`src/mchw_pkg.sv`:
```
`default_nettype none
// ----------------------------------------------------------------------------
// mchw_pkg
// Shared types and constants of the multi-channel heartbeat watchdog.
// ----------------------------------------------------------------------------
package mchw_pkg;

  // number of watched channels and derived index width
  localparam int SLOTS  = 8;
  localparam int SLOT_W = (SLOTS > 1) ? $clog2(SLOTS) : 1;

  // field widths
  localparam int ACTION_W = 2;
  localparam int SLOTF_W  = 4;
  localparam int MS_W     = 32;
  localparam int TIME_W   = 48;
  localparam int EVENT_W  = 3;
  localparam int COUNT_W  = 32;
  localparam int LIMIT_W  = 42;  // 32 bit ms times 1000 fits in 42 bits
  localparam int KILO_W   = 10;

  localparam logic [KILO_W-1:0]  US_PER_MS   = 10'd1000;
  localparam logic [MS_W-1:0]    GRACE_RESET = 32'd60000;

  // actions carried by an input word
  typedef enum logic [ACTION_W-1:0] {
    ACT_REG   = 2'd0,
    ACT_BEAT  = 2'd1,
    ACT_CHECK = 2'd2,
    ACT_QUERY = 2'd3
  } action_e;

  // per-channel result codes
  typedef enum logic [EVENT_W-1:0] {
    EV_NONE    = 3'd0,
    EV_NEW     = 3'd1,
    EV_STILL   = 3'd2,
    EV_RECOVER = 3'd3,
    EV_REBOOT  = 3'd4
  } event_e;

  // one entry of the channel memory
  typedef struct packed {
    logic [MS_W-1:0]   timeout;
    logic [TIME_W-1:0] last_beat;
    logic [TIME_W-1:0] stall_start;
  } entry_t;

  // registered time arithmetic for one channel
  typedef struct packed {
    logic [TIME_W-1:0]  silence;
    logic [TIME_W-1:0]  stall_len;
    logic [LIMIT_W-1:0] limit;
    logic [LIMIT_W-1:0] grace;
  } calc_t;

endpackage
`default_nettype wire

```
`src/mchw_in_if.sv`:
```
`default_nettype none
// ----------------------------------------------------------------------------
// mchw_in_if
// Input word channel: action, slot, timeout and current time.
// ----------------------------------------------------------------------------
interface mchw_in_if;
  logic                               valid;
  logic                               ready;
  logic [mchw_pkg::ACTION_W-1:0]      action;
  logic [mchw_pkg::SLOTF_W-1:0]       slot;
  logic [mchw_pkg::MS_W-1:0]          limit_ms;
  logic [mchw_pkg::TIME_W-1:0]        now_us;

  modport source (output valid, action, slot, limit_ms, now_us, input ready);
  modport sink   (input valid, action, slot, limit_ms, now_us, output ready);
endinterface
`default_nettype wire

```
`src/mchw_out_if.sv`:
```
`default_nettype none
// ----------------------------------------------------------------------------
// mchw_out_if
// Result word channel: channel, event, stall flag, stall count, last mark.
// ----------------------------------------------------------------------------
interface mchw_out_if;
  logic                               valid;
  logic                               ready;
  logic [mchw_pkg::SLOTF_W-1:0]       slot_out;
  logic [mchw_pkg::EVENT_W-1:0]       event_res;
  logic                               stalled_flag;
  logic [mchw_pkg::COUNT_W-1:0]       stall_events;
  logic                               last;

  modport source (output valid, slot_out, event_res, stalled_flag, stall_events, last,
                  input ready);
  modport sink   (input valid, slot_out, event_res, stalled_flag, stall_events, last,
                  output ready);
endinterface
`default_nettype wire

```
`src/mchw_cfg_if.sv`:
```
`default_nettype none
// ----------------------------------------------------------------------------
// mchw_cfg_if
// Configuration write channel carrying the reboot grace period in ms.
// ----------------------------------------------------------------------------
interface mchw_cfg_if;
  logic                               valid;
  logic                               ready;
  logic [mchw_pkg::MS_W-1:0]          data;

  modport source (output valid, data, input ready);
  modport sink   (input valid, data, output ready);
endinterface
`default_nettype wire

```
`src/mchw_calc.sv`:
```
`default_nettype none
// ----------------------------------------------------------------------------
// mchw_calc
// Time arithmetic stage: silence and stall length clamped at zero, and the
// timeout and grace limits scaled from ms to us, all registered.
// ----------------------------------------------------------------------------
module mchw_calc (
  input  wire logic                          clk_i,
  input  wire logic [mchw_pkg::TIME_W-1:0]   now_i,
  input  wire mchw_pkg::entry_t              entry_i,
  input  wire logic [mchw_pkg::MS_W-1:0]     grace_i,
  output mchw_pkg::calc_t                    calc_o
);

  mchw_pkg::calc_t calc_d;
  mchw_pkg::calc_t calc_q;

  // clamp backwards time to zero, scale limits by a small constant multiply
  always_comb begin
    calc_d.silence   = (now_i >= entry_i.last_beat) ? (now_i - entry_i.last_beat)
                                                     : '0;
    calc_d.stall_len = (now_i >= entry_i.stall_start) ? (now_i - entry_i.stall_start)
                                                       : '0;
    calc_d.limit     = mchw_pkg::LIMIT_W'(entry_i.timeout) *
                       mchw_pkg::LIMIT_W'(mchw_pkg::US_PER_MS);
    calc_d.grace     = mchw_pkg::LIMIT_W'(grace_i) *
                       mchw_pkg::LIMIT_W'(mchw_pkg::US_PER_MS);
  end

  // payload register, no reset needed
  always_ff @(posedge clk_i) begin
    calc_q <= calc_d;
  end

  assign calc_o = calc_q;

endmodule
`default_nettype wire

```
`src/multi_channel_heartbeat_watchdog_core.sv`:
```
`default_nettype none
// ----------------------------------------------------------------------------
// multi_channel_heartbeat_watchdog_core
// Watchdog over SLOTS channels with register, heartbeat, check and query.
// ----------------------------------------------------------------------------
// Register, heartbeat and query words give one result word, loaded into the
// output register at the edge that accepts them; the next word is taken in
// the following cycle if the output register is free. A check word gives one
// result per channel in index order; per channel S_READ reads the channel
// memory, S_CALC registers the clamped time differences and ms-to-us limits,
// and S_EVAL, which waits while the result side stalls, compares, writes the
// stall start back and emits the result. No word is accepted while a check
// walks. The registered and stall marks sit in flip-flops cleared by reset,
// so no clearing pass runs; the memory is read for every channel of a walk,
// registered or not.
// ----------------------------------------------------------------------------
module multi_channel_heartbeat_watchdog_core (
  input  wire logic  clk_i,
  input  wire logic  rst_ni,
  mchw_in_if.sink    in_i,
  mchw_out_if.source out_o,
  mchw_cfg_if.sink   cfg_i
);

  typedef enum logic [3:0] {
    S_IDLE = 4'b0001,
    S_READ = 4'b0010,
    S_CALC = 4'b0100,
    S_EVAL = 4'b1000
  } state_e;

  localparam int SW = mchw_pkg::SLOT_W;

  state_e                              state_q, state_d;
  logic [SW-1:0]                       idx_q;
  logic [mchw_pkg::TIME_W-1:0]         now_q;
  logic [mchw_pkg::MS_W-1:0]           grace_q;
  logic [mchw_pkg::SLOTS-1:0]          reg_q;
  logic [mchw_pkg::SLOTS-1:0]          stall_q;
  logic [mchw_pkg::COUNT_W-1:0]        count_q, count_d;

  logic                                out_valid_q;
  logic [mchw_pkg::SLOTF_W-1:0]        out_slot_q;
  mchw_pkg::event_e                    out_ev_q;
  logic                                out_flag_q;
  logic [mchw_pkg::COUNT_W-1:0]        out_count_q;
  logic                                out_last_q;

  mchw_pkg::entry_t                    slot_mem [mchw_pkg::SLOTS];
  mchw_pkg::entry_t                    rd_data_q;
  mchw_pkg::calc_t                     calc;

  logic                                out_free, in_ready, in_fire, in_check;
  logic                                slot_ok, is_reg, is_beat;
  logic [SW-1:0]                       slot_idx;
  logic                                last_idx, eval_go;
  mchw_pkg::event_e                    eval_ev;
  logic                                eval_flag, eval_new, eval_clr;
  logic                                wr_tmo, wr_beat, wr_start;
  logic [SW-1:0]                       wr_addr;
  logic [mchw_pkg::TIME_W-1:0]         wr_start_val;
  logic                                q_flag;

  // handshake
  assign out_free    = !out_valid_q || out_o.ready;
  assign in_ready    = (state_q == S_IDLE) && out_free;
  assign in_i.ready  = in_ready;
  assign in_fire     = in_i.valid && in_ready;
  assign in_check    = (in_i.action == mchw_pkg::ACT_CHECK);
  assign is_reg      = (in_i.action == mchw_pkg::ACT_REG);
  assign is_beat     = (in_i.action == mchw_pkg::ACT_BEAT);
  assign slot_ok     = ({1'b0, in_i.slot} < 5'(mchw_pkg::SLOTS));
  assign slot_idx    = in_i.slot[SW-1:0];
  assign cfg_i.ready = 1'b1;

  // stall flag of a single-word result
  assign q_flag = slot_ok && !is_reg && stall_q[slot_idx];

  // grace period register
  always_ff @(posedge clk_i or negedge rst_ni) begin
    if (!rst_ni) begin
      grace_q <= mchw_pkg::GRACE_RESET;
    end else if (cfg_i.valid) begin
      grace_q <= cfg_i.data;
    end
  end

  // time arithmetic stage
  mchw_calc u_calc (
    .clk_i   (clk_i),
    .now_i   (now_q),
    .entry_i (rd_data_q),
    .grace_i (grace_q),
    .calc_o  (calc)
  );

  // per-channel decision during a check
  always_comb begin
    eval_ev   = mchw_pkg::EV_NONE;
    eval_flag = 1'b0;
    eval_new  = 1'b0;
    eval_clr  = 1'b0;
    if (reg_q[idx_q]) begin
      if (calc.silence > mchw_pkg::TIME_W'(calc.limit)) begin
        eval_flag = 1'b1;
        if (!stall_q[idx_q]) begin
          eval_ev  = mchw_pkg::EV_NEW;
          eval_new = 1'b1;
        end else if (calc.stall_len > mchw_pkg::TIME_W'(calc.grace)) begin
          eval_ev = mchw_pkg::EV_REBOOT;
        end else begin
          eval_ev = mchw_pkg::EV_STILL;
        end
      end else if (stall_q[idx_q]) begin
        eval_ev  = mchw_pkg::EV_RECOVER;
        eval_clr = 1'b1;
      end
    end
  end

  assign eval_go  = (state_q == S_EVAL) && out_free;
  assign last_idx = (idx_q == SW'(mchw_pkg::SLOTS - 1));
  assign count_d  = (eval_go && eval_new) ? (count_q + 1'b1) : count_q;

  // memory write port: words at accept, stall start during a check
  assign wr_addr      = (state_q == S_EVAL) ? idx_q : slot_idx;
  assign wr_tmo       = in_fire && slot_ok && is_reg;
  assign wr_beat      = in_fire && slot_ok && (is_reg || is_beat);
  assign wr_start     = wr_tmo || (eval_go && (eval_new || eval_clr));
  assign wr_start_val = (state_q == S_EVAL && eval_new) ? now_q : '0;

  // channel memory, one write and one registered read
  always_ff @(posedge clk_i) begin
    if (wr_tmo) begin
      slot_mem[wr_addr].timeout <= in_i.limit_ms;
    end
    if (wr_beat) begin
      slot_mem[wr_addr].last_beat <= in_i.now_us;
    end
    if (wr_start) begin
      slot_mem[wr_addr].stall_start <= wr_start_val;
    end
    if (state_q == S_READ) begin
      rd_data_q <= slot_mem[idx_q];
    end
  end

  // sequencer
  always_comb begin
    state_d = state_q;
    case (state_q)
      S_IDLE: begin
        if (in_fire && in_check) state_d = S_READ;
      end
      S_READ: state_d = S_CALC;
      S_CALC: state_d = S_EVAL;
      S_EVAL: begin
        if (eval_go) state_d = last_idx ? S_IDLE : S_READ;
      end
      default: state_d = S_IDLE;
    endcase
  end

  // control registers and channel marks
  always_ff @(posedge clk_i or negedge rst_ni) begin
    if (!rst_ni) begin
      state_q <= S_IDLE;
      idx_q   <= '0;
      reg_q   <= '0;
      stall_q <= '0;
      count_q <= '0;
    end else begin
      state_q <= state_d;
      count_q <= count_d;
      if (in_fire && in_check) begin
        idx_q <= '0;
      end else if (eval_go) begin
        idx_q <= SW'(idx_q + 1'b1);
      end
      if (wr_tmo) begin
        reg_q[slot_idx]   <= 1'b1;
        stall_q[slot_idx] <= 1'b0;
      end
      if (eval_go) begin
        stall_q[idx_q] <= eval_flag;
      end
    end
  end

  // check time stamp, held for the whole walk
  always_ff @(posedge clk_i) begin
    if (in_fire && in_check) begin
      now_q <= in_i.now_us;
    end
  end

  // output register valid
  always_ff @(posedge clk_i or negedge rst_ni) begin
    if (!rst_ni) begin
      out_valid_q <= 1'b0;
    end else if ((in_fire && !in_check) || eval_go) begin
      out_valid_q <= 1'b1;
    end else if (out_o.ready) begin
      out_valid_q <= 1'b0;
    end
  end

  // output register payload
  always_ff @(posedge clk_i) begin
    if (in_fire && !in_check) begin
      out_slot_q  <= in_i.slot;
      out_ev_q    <= mchw_pkg::EV_NONE;
      out_flag_q  <= q_flag;
      out_count_q <= count_q;
      out_last_q  <= 1'b1;
    end else if (eval_go) begin
      out_slot_q  <= mchw_pkg::SLOTF_W'(idx_q);
      out_ev_q    <= eval_ev;
      out_flag_q  <= eval_flag;
      out_count_q <= count_d;
      out_last_q  <= last_idx;
    end
  end

  assign out_o.valid        = out_valid_q;
  assign out_o.slot_out     = out_slot_q;
  assign out_o.event_res    = out_ev_q;
  assign out_o.stalled_flag = out_flag_q;
  assign out_o.stall_events = out_count_q;
  assign out_o.last         = out_last_q;

  // a channel can only be stalled while registered
  a_stall_needs_reg: assert property (@(posedge clk_i) disable iff (!rst_ni)
    ((stall_q & ~reg_q) == '0))
    else $error("stall mark set on an unregistered channel");

  // the stall count moves only together with a new-stall result word
  a_count_with_new: assert property (@(posedge clk_i) disable iff (!rst_ni)
    (count_q != $past(count_q)) |-> (out_valid_q && out_o.event_res == mchw_pkg::EV_NEW))
    else $error("stall count changed without a new-stall result");

  // the final channel of a walk returns to idle with the last mark set
  a_walk_end: assert property (@(posedge clk_i) disable iff (!rst_ni)
    (eval_go && last_idx) |=> (state_q == S_IDLE && out_valid_q && out_o.last))
    else $error("check walk did not end with a last word");

endmodule
`default_nettype wire

```
`src/flat_wrapper.sv`:
```
// flat-port wrapper written by rule: the top's interface ports become plain ports
module multi_channel_heartbeat_watchdog_core_flat 
  (clk_i, rst_ni, in_i_valid, in_i_action, in_i_slot, in_i_limit_ms, in_i_now_us, in_i_ready, out_o_valid, out_o_slot_out, out_o_event_res, out_o_stalled_flag, out_o_stall_events, out_o_last, out_o_ready, cfg_i_valid, cfg_i_data, cfg_i_ready);
  mchw_in_if in_i_i ();
  mchw_out_if out_o_i ();
  mchw_cfg_if cfg_i_i ();
  input  wire logic clk_i;
  input  wire logic rst_ni;
  input wire logic [$bits(in_i_i.valid)-1:0] in_i_valid;
  input wire logic [$bits(in_i_i.action)-1:0] in_i_action;
  input wire logic [$bits(in_i_i.slot)-1:0] in_i_slot;
  input wire logic [$bits(in_i_i.limit_ms)-1:0] in_i_limit_ms;
  input wire logic [$bits(in_i_i.now_us)-1:0] in_i_now_us;
  output wire logic [$bits(in_i_i.ready)-1:0] in_i_ready;
  output wire logic [$bits(out_o_i.valid)-1:0] out_o_valid;
  output wire logic [$bits(out_o_i.slot_out)-1:0] out_o_slot_out;
  output wire logic [$bits(out_o_i.event_res)-1:0] out_o_event_res;
  output wire logic [$bits(out_o_i.stalled_flag)-1:0] out_o_stalled_flag;
  output wire logic [$bits(out_o_i.stall_events)-1:0] out_o_stall_events;
  output wire logic [$bits(out_o_i.last)-1:0] out_o_last;
  input wire logic [$bits(out_o_i.ready)-1:0] out_o_ready;
  input wire logic [$bits(cfg_i_i.valid)-1:0] cfg_i_valid;
  input wire logic [$bits(cfg_i_i.data)-1:0] cfg_i_data;
  output wire logic [$bits(cfg_i_i.ready)-1:0] cfg_i_ready;
  assign in_i_i.valid = in_i_valid;
  assign in_i_i.action = in_i_action;
  assign in_i_i.slot = in_i_slot;
  assign in_i_i.limit_ms = in_i_limit_ms;
  assign in_i_i.now_us = in_i_now_us;
  assign in_i_ready = in_i_i.ready;
  assign out_o_valid = out_o_i.valid;
  assign out_o_slot_out = out_o_i.slot_out;
  assign out_o_event_res = out_o_i.event_res;
  assign out_o_stalled_flag = out_o_i.stalled_flag;
  assign out_o_stall_events = out_o_i.stall_events;
  assign out_o_last = out_o_i.last;
  assign out_o_i.ready = out_o_ready;
  assign cfg_i_i.valid = cfg_i_valid;
  assign cfg_i_i.data = cfg_i_data;
  assign cfg_i_ready = cfg_i_i.ready;
  multi_channel_heartbeat_watchdog_core u_core (.clk_i(clk_i), .rst_ni(rst_ni), .in_i(in_i_i), .out_o(out_o_i), .cfg_i(cfg_i_i));
endmodule
```
`config.mk`:
```
export PLATFORM = sky130hd
export DESIGN_NAME = multi_channel_heartbeat_watchdog_core_flat
export DESIGN_NICKNAME = d
export VERILOG_FILES = /design/src/mchw_pkg.sv /design/src/mchw_in_if.sv /design/src/mchw_out_if.sv /design/src/mchw_cfg_if.sv /design/src/mchw_calc.sv /design/src/multi_channel_heartbeat_watchdog_core.sv /design/src/flat_wrapper.sv
export SDC_FILE = /design/constraint.sdc
export NUM_CORES = 2
export LEC_CHECK = 0
export BUFFER_PORTS_ARGS = -buffer_cell sky130_fd_sc_hd__buf_2
export CAP_MARGIN = 20
export CORE_ASPECT_RATIO = 0.5
export CORE_UTILIZATION = 52
export CTS_BUF_LIST = sky130_fd_sc_hd__clkbuf_2
export CTS_CLUSTER_DIAMETER = 60
export DETAILED_ROUTE_END_ITERATION = 6
export PLACE_DENSITY_LB_ADDON = 0.05
export SLEW_MARGIN = 20
export SYNTH_ARGS = -nofsm -noshare
export SYNTH_HDL_FRONTEND = slang
export SYNTH_SLANG_ARGS = --single-unit
```
`constraint.sdc`:
```
create_clock -name clk_i -period 41.8 [get_ports clk_i]
set_input_delay 4.18 -clock clk_i [delete_from_list [all_inputs] [get_ports clk_i]]
set_output_delay 4.18 -clock clk_i [all_outputs]
set_load 0.005 [all_outputs]
```
== Yosys cells after proc, flatten, opt, wreduce, memory -nomap -nowiden ==
Memories as Yosys holds them, arrays and structs flattened. A register that Yosys moved wholly into a read port is not among the register bits.
Cells that the tools add are included.
Storage, ports and cells
  flip-flop bits (word level): 351
  output and inout port bits: 44
  logic and storage cells: 122
  input bits: 123
  bits in writable memories: 1024
  memories: 1
Cells by class
  reductions and logical operators: 28
  eq/ne operators: 9
  order comparisons: 9
  bitwise logic cells: 3
  $add $sub $neg: 4
  multiply operators: 2
  muxes and demuxes: 49
Memories
  u_core.slot_mem: words 8, width 128, read ports 1, clocked after Yosys merged registers in 1, write ports 1, line multi_channel_heartbeat_watchdog_core.sv:49  | mchw_pkg::entry_t slot_mem [mchw_pkg::SLOTS];
Operators with widths (number)
  $ge 48x48->1: 2
  $gt 48x42->1: 2
  $mux 32: 3
  $sub 48x48->48: 2
  $mul 32x7->39 const B: 2
  $mux 48: 1
  $add 32x1->32 const B: 1
  $mux 1: 23
  $mux 3: 7
  $mux 4: 4
  $mux 8: 2
  $pmux 4 s4: 1
  $logic_and 1x1->1: 15
  $bmux 1 s3: 3
  $and 8x8->8: 1
  $bwmux 8: 1
  $lt 3x4->1 const B: 2
  $not 8->8: 1
  $or 8x8->8: 1
  $demux 1 s3: 2
  $ge 3x1->1 const B: 2
  $reduce_bool 2->1: 3
  $logic_or 1x1->1: 5
  $eq 4x1->1 const B: 1
  14 further kinds: 17

== Longest topological paths before layout ==
  depth after elaboration: 10
  mapped depth: 25
  mapped depth without buffers: 22

== Hierarchy ==
A second synthesis with hierarchy kept.
Unflattened totals
  cells, all modules: 5270
  area total of the unflattened synthesis: 71768.8 µm²
By module, submodules not included
  multi_channel_heartbeat_watchdog_core: instances 1, cells an instance 3021, area an instance 51717.1 µm², seq. area each 39437.8 µm²
  mchw_calc: instances 1, cells an instance 2249, area an instance 20051.7 µm², seq. area each 3483.3 µm²

== Worst setup path before layout ==
Ideal clock, no wire load.
  path type: reg-to-reg
  start point: register u_core.state_q[1]
  end point: register u_core.rd_data_q[0] (netlist name)
  buffers on the path: 0
  period minus slack after synthesis: 14.542 ns
  library setup time: 0.973 ns
  path slack: 27.258 ns
  stages on the path, launching flop included: 2
  arrival time: 13.570 ns
  data required time: 40.827 ns
  cell sequence: dfrtp_1 nor4b_1
On the way
  cells in the longest elaborated chain, start to end: 1
Ends and longest elaborated chain
  start, declared: line multi_channel_heartbeat_watchdog_core.sv:34  | state_e state_q, state_d;
  start signal, assigned: line multi_channel_heartbeat_watchdog_core.sv:173  | state_q <= state_d;
  $eq 4x2->1: line multi_channel_heartbeat_watchdog_core.sv:143  | if (state_q == S_READ) begin
No other way between the ends.
A chain may end at the register's enable or synchronous reset.

== Worst setup path after layout ==
  start point: input out_o_ready
  end point: output in_i_ready
On the way
  cells in the longest elaborated chain, start to end: 2
Ends and longest elaborated chain
  start, declared: line flat_wrapper.sv:21  | input wire logic [$bits(out_o_i.ready)-1:0] out_o_ready;
  $logic_or 1x1->1: line multi_channel_heartbeat_watchdog_core.sv:65  | assign out_free = !out_valid_q || out_o.ready;
  $logic_and 1x1->1: line multi_channel_heartbeat_watchdog_core.sv:66  | assign in_ready = (state_q == S_IDLE) && out_free;
  end, declared: line flat_wrapper.sv:14  | output wire logic [$bits(in_i_i.ready)-1:0] in_i_ready;
No other way between the ends.

==> flow_summary.json <==
{
  "r2r_cells": 20,
  "rsz0062_at_grt": "false",
  "avgSynthCellArea_um2": 13.8,
  "p_int_uw": 2340,
  "switching_power_uw": 1050,
  "cap_violations": 0,
  "numClockSinks": 1503,
  "startpoint": "out_o_ready",
  "grt_usage_pct": 27.8,
  "final_core_util_pct": 56.9,
  "rr_startpoint": "u_core.u_calc.calc_o[164]",
  "clk_pin_slew_ns": 0.09,
  "post_dp_cell_area_um2": 72000,
  "final_cells": 7389,
  "max_freq_mhz": 109,
  "fin_area_um2": 74900,
  "cts.path.max_buffers": 4,
  "synth_ff_type": "edfxtp_1",
  "period_needed_ns": 9.19,
  "period_share_pct": 22.0,
  "drt_pass1_iterations": 5,
  "cpMostUsedCell": "buf_2",
  "met2_usage_pct": 38.6,
  "fp.dieH_um": 259,
  "cts_buffers": 334,
  "n_fill_cell": 10900,
  "die_area_um2": 134000,
  "drc": 0,
  "synth_top_area_share_pct": 53.9,
  "grt_pass1_vias": 42400,
  "r2r_end": "u_core.slot_mem[5][43]",
  "wl_per_cell_um": 25.2,
  "busiest_layer": "met1",
  "grt_use_met3_pct": 8.63,
  "p_comb_share_pct": 23.6,
  "gp_congestion": 0.913,
  "vias": 43200,
  "core_area_um2": 131000,
  "initial_core_util_pct": 52.4,
  "synth.area.top_cells": "edfxtp_1 (54%), fa_1 (6.9%), ha_1 (6.3%)",
  "io_buffers": 165,
  "cts_resized": 0,
  "insertion_delay_ns": 1.48,
  "ys_warn_count": 0,
  "syn_area_um2": 68900,
  "final_layout_size_suffix_gt1_share_pct": 15.0,
  "nNetsFinal": 6085,
  "postCtsHoldBufs": 0,
  "critical_path_class": "in2out",
  "antenna_found_initial": 37,
  "dp_hpwl_um": 121000,
  "clockPowerShare_pct": 26.6,
  "async_flop_share_pct": 5.85,
  "swShare_pct": 30.8,
  "grt_pass1_wl_um": 272000,
  "p_leak_uw": 0.0302,
  "synth_edf_count": 1237,
  "power.density_nw_per_um2": 45.3,
  "tightest_slew_ns": 1.18,
  "cts_root_buf": "clkbuf_2",
  "ys_seq_area_share_pct": 62.3,
  "end_kind": "primary output",
  "fin_setup_tns_ns": 0,
  "peakVddDrop_v": 0.0000381,
  "hold_class": "reg2reg",
  "syn_inst": 4995,
  "num_rows": 94,
  "dp_cells": 6815,
  "drv_slew": 0,
  "timing.critical_path.cells": "buf_2 -> inv_1 -> nand2_1 -> nand3b_1 -> nor3_1 -> buf_2",
  "cpPeakStageDelay_ns": 0.23,
  "die_w_um": 517,
  "syn-num-nets": 5705,
  "setup_violations": 0,
  "synth_top_area_cell": "edfxtp_1",
  "reg2reg_slack_ns": 35.53,
  "yosysUniqueCellTypes": 84,
  "ant_nets": 0,
  "hold_viol_final": 0,
  "cp.arrival_ns": 5.01,
  "crit_fanout": 9,
  "slew_headroom_pct": 21.7,
  "syn_to_final_growth_pct": 8.59,
  "drt_first_iter_violations": 4889,
  "cts_htree_levels": 5,
  "outcome": "completed",
  "ys_ff_latch": 1503,
  "crit_slowest_cell": "nand2_1",
  "cts_setup_buffers": 0,
  "power_frac_seq_pct": 49.9,
  "skew_ns": 0.231,
  "critPathCapture": "in_i_ready",
  "grt-ovfl-total": 0,
  "pin_count": 167,
  "grt_util_met1_pct": 42.9,
  "required_ns": 37.62,
  "worstSetupStartpointType": "input pin",
  "cts_tree": "done",
  "grt_start_max_net_pins": 69,
  "drt_wl_total_um": 186000,
  "viasPerCell": 5.85
}
==> cell families (layout without fill, tap and decap cells) <==
group	after synthesis	in the layout	synth area share [%]
other	1	13	0.00544
multiplexers	17	17	0.319
buffers and inverters	716	1322	3.94
AND/OR/NAND/NOR	815	815	6.09
adder cells (fa/ha/maj)	587	587	13.2
flip-flops	1503	1503	62.3
XOR/XNOR	212	212	2.69
AO/OA/AOI/OAI	1144	1144	11.4
==> routing by layer <==
layer	vias to the layer above	routed length [um]
met5	-	88
li1	19400	-
met3	233	22400
met2	2069	76200
met4	14	2440
met1	21500	85100
==> layout by cell type (no fill, tap or decap), types with 35 or more instances in the layout <==
cell	n
dfrtp_1	80
buf_4	60
dfxtp_1	178
o21ai_0	129
o21bai_1	35
a21o_1	133
ha_1	349
xnor2_1	144
nand3_1	51
a22oi_1	512
nor2_1	177
fa_1	238
nand4_1	164
inv_1	536
a21oi_1	188
and2_1	57
edfxtp_1	1237
clkinv_1	36
nand2_1	154
buf_2	164
clkbuf_2	496
xor2_1	68
==> power groups by stage <==
stage	clock network, uW	logic, uW	registers, uW
floorplan	0	613	1710
global placement	0	788	1720
detailed placement	0	787	1720
CTS	924	804	1690
global route	993	920	1690
finish	900	800	1690
==> critical path: cells and delay by family <==
kind | cells | cell delay [ns]
buffers and inverters | 3 | 0.28
AND/OR/NAND/NOR | 3 | 0.55
==> stage by stage <==
| stage | total power, uW | hold WS (ns) | setup slack (ns) |
|---|---|---|---|
| after global placement | 2510 | 0.448 | 32.56 |
| after global routing | 3610 | 0.490 | 32.50 |
| final | 3390 | 0.476 | 32.61 |
| after CTS | 3420 | 0.476 | 32.60 |
| after floorplan | 2320 | 0.430 | 27.26 |
| after detailed placement | 2510 | 0.448 | 32.61 |
==> layout make-up <==
class | count | area [um^2] | share of cell area, %
diodes | 12 | 30.0 | 0.0401
inverters | 536 | 2010 | 2.69
multi-input cells | 2776 | 23500 | 31.5
flip-flops and latches | 1503 | 42900 | 57.3
repair buffers | 224 | 1270 | 1.70
well taps | 1776 | 2220 | 2.97
clock buffers | 496 | 2480 | 3.32
clock inverters | 66 | 369 | 0.493
==> synthesized netlist by cell type (all sizes together) (18+ instances only) <==
library cell	n
edfxtp	1237
inv	536
a22oi	512
ha	349
fa	238
nor2	204
a21oi	188
dfxtp	178
nand4	166
clkbuf	164
nand2	154
xnor2	144
a21o	133
o21ai	132
dfrtp	80
xor2	68
and2	60
nand3	52
nor3	35
o21bai	35
nor2b	34
and3	25
nand2b	25
a211oi	18
==> flip-flops by register name, indices dropped and copies added (netlist names) <==
signal,cells
u_core.count_q,32
u_core.out_o.event_res,3
u_core.u_calc.calc_o,174
u_core.stall_q,8
u_core.out_o.stall_events,32
u_core.out_o.last,1
u_core.now_q,48
u_core.out_o.valid,1
u_core.rd_data_q,128
u_core.reg_q,8
u_core.out_o.slot_out,4
u_core.slot_mem,1024
u_core.idx_q,3
u_core.out_o.stalled_flag,1
u_core.grace_q,32
u_core.state_q,4
==> worst min-delay path by stage <==
stage                          from         endpoint  cells past startpoint
finish              u_core.reg_q[7]  u_core.reg_q[7]                      1
CTS                 u_core.reg_q[7]  u_core.reg_q[7]                      1
detailed placement  u_core.reg_q[0]  u_core.reg_q[0]                      1
global route        u_core.reg_q[7]  u_core.reg_q[7]                      1
global placement    u_core.reg_q[1]  u_core.reg_q[1]                      1
floorplan           u_core.reg_q[0]  u_core.reg_q[0]                      1
Note: power is estimated with default switching activity, not from simulation.
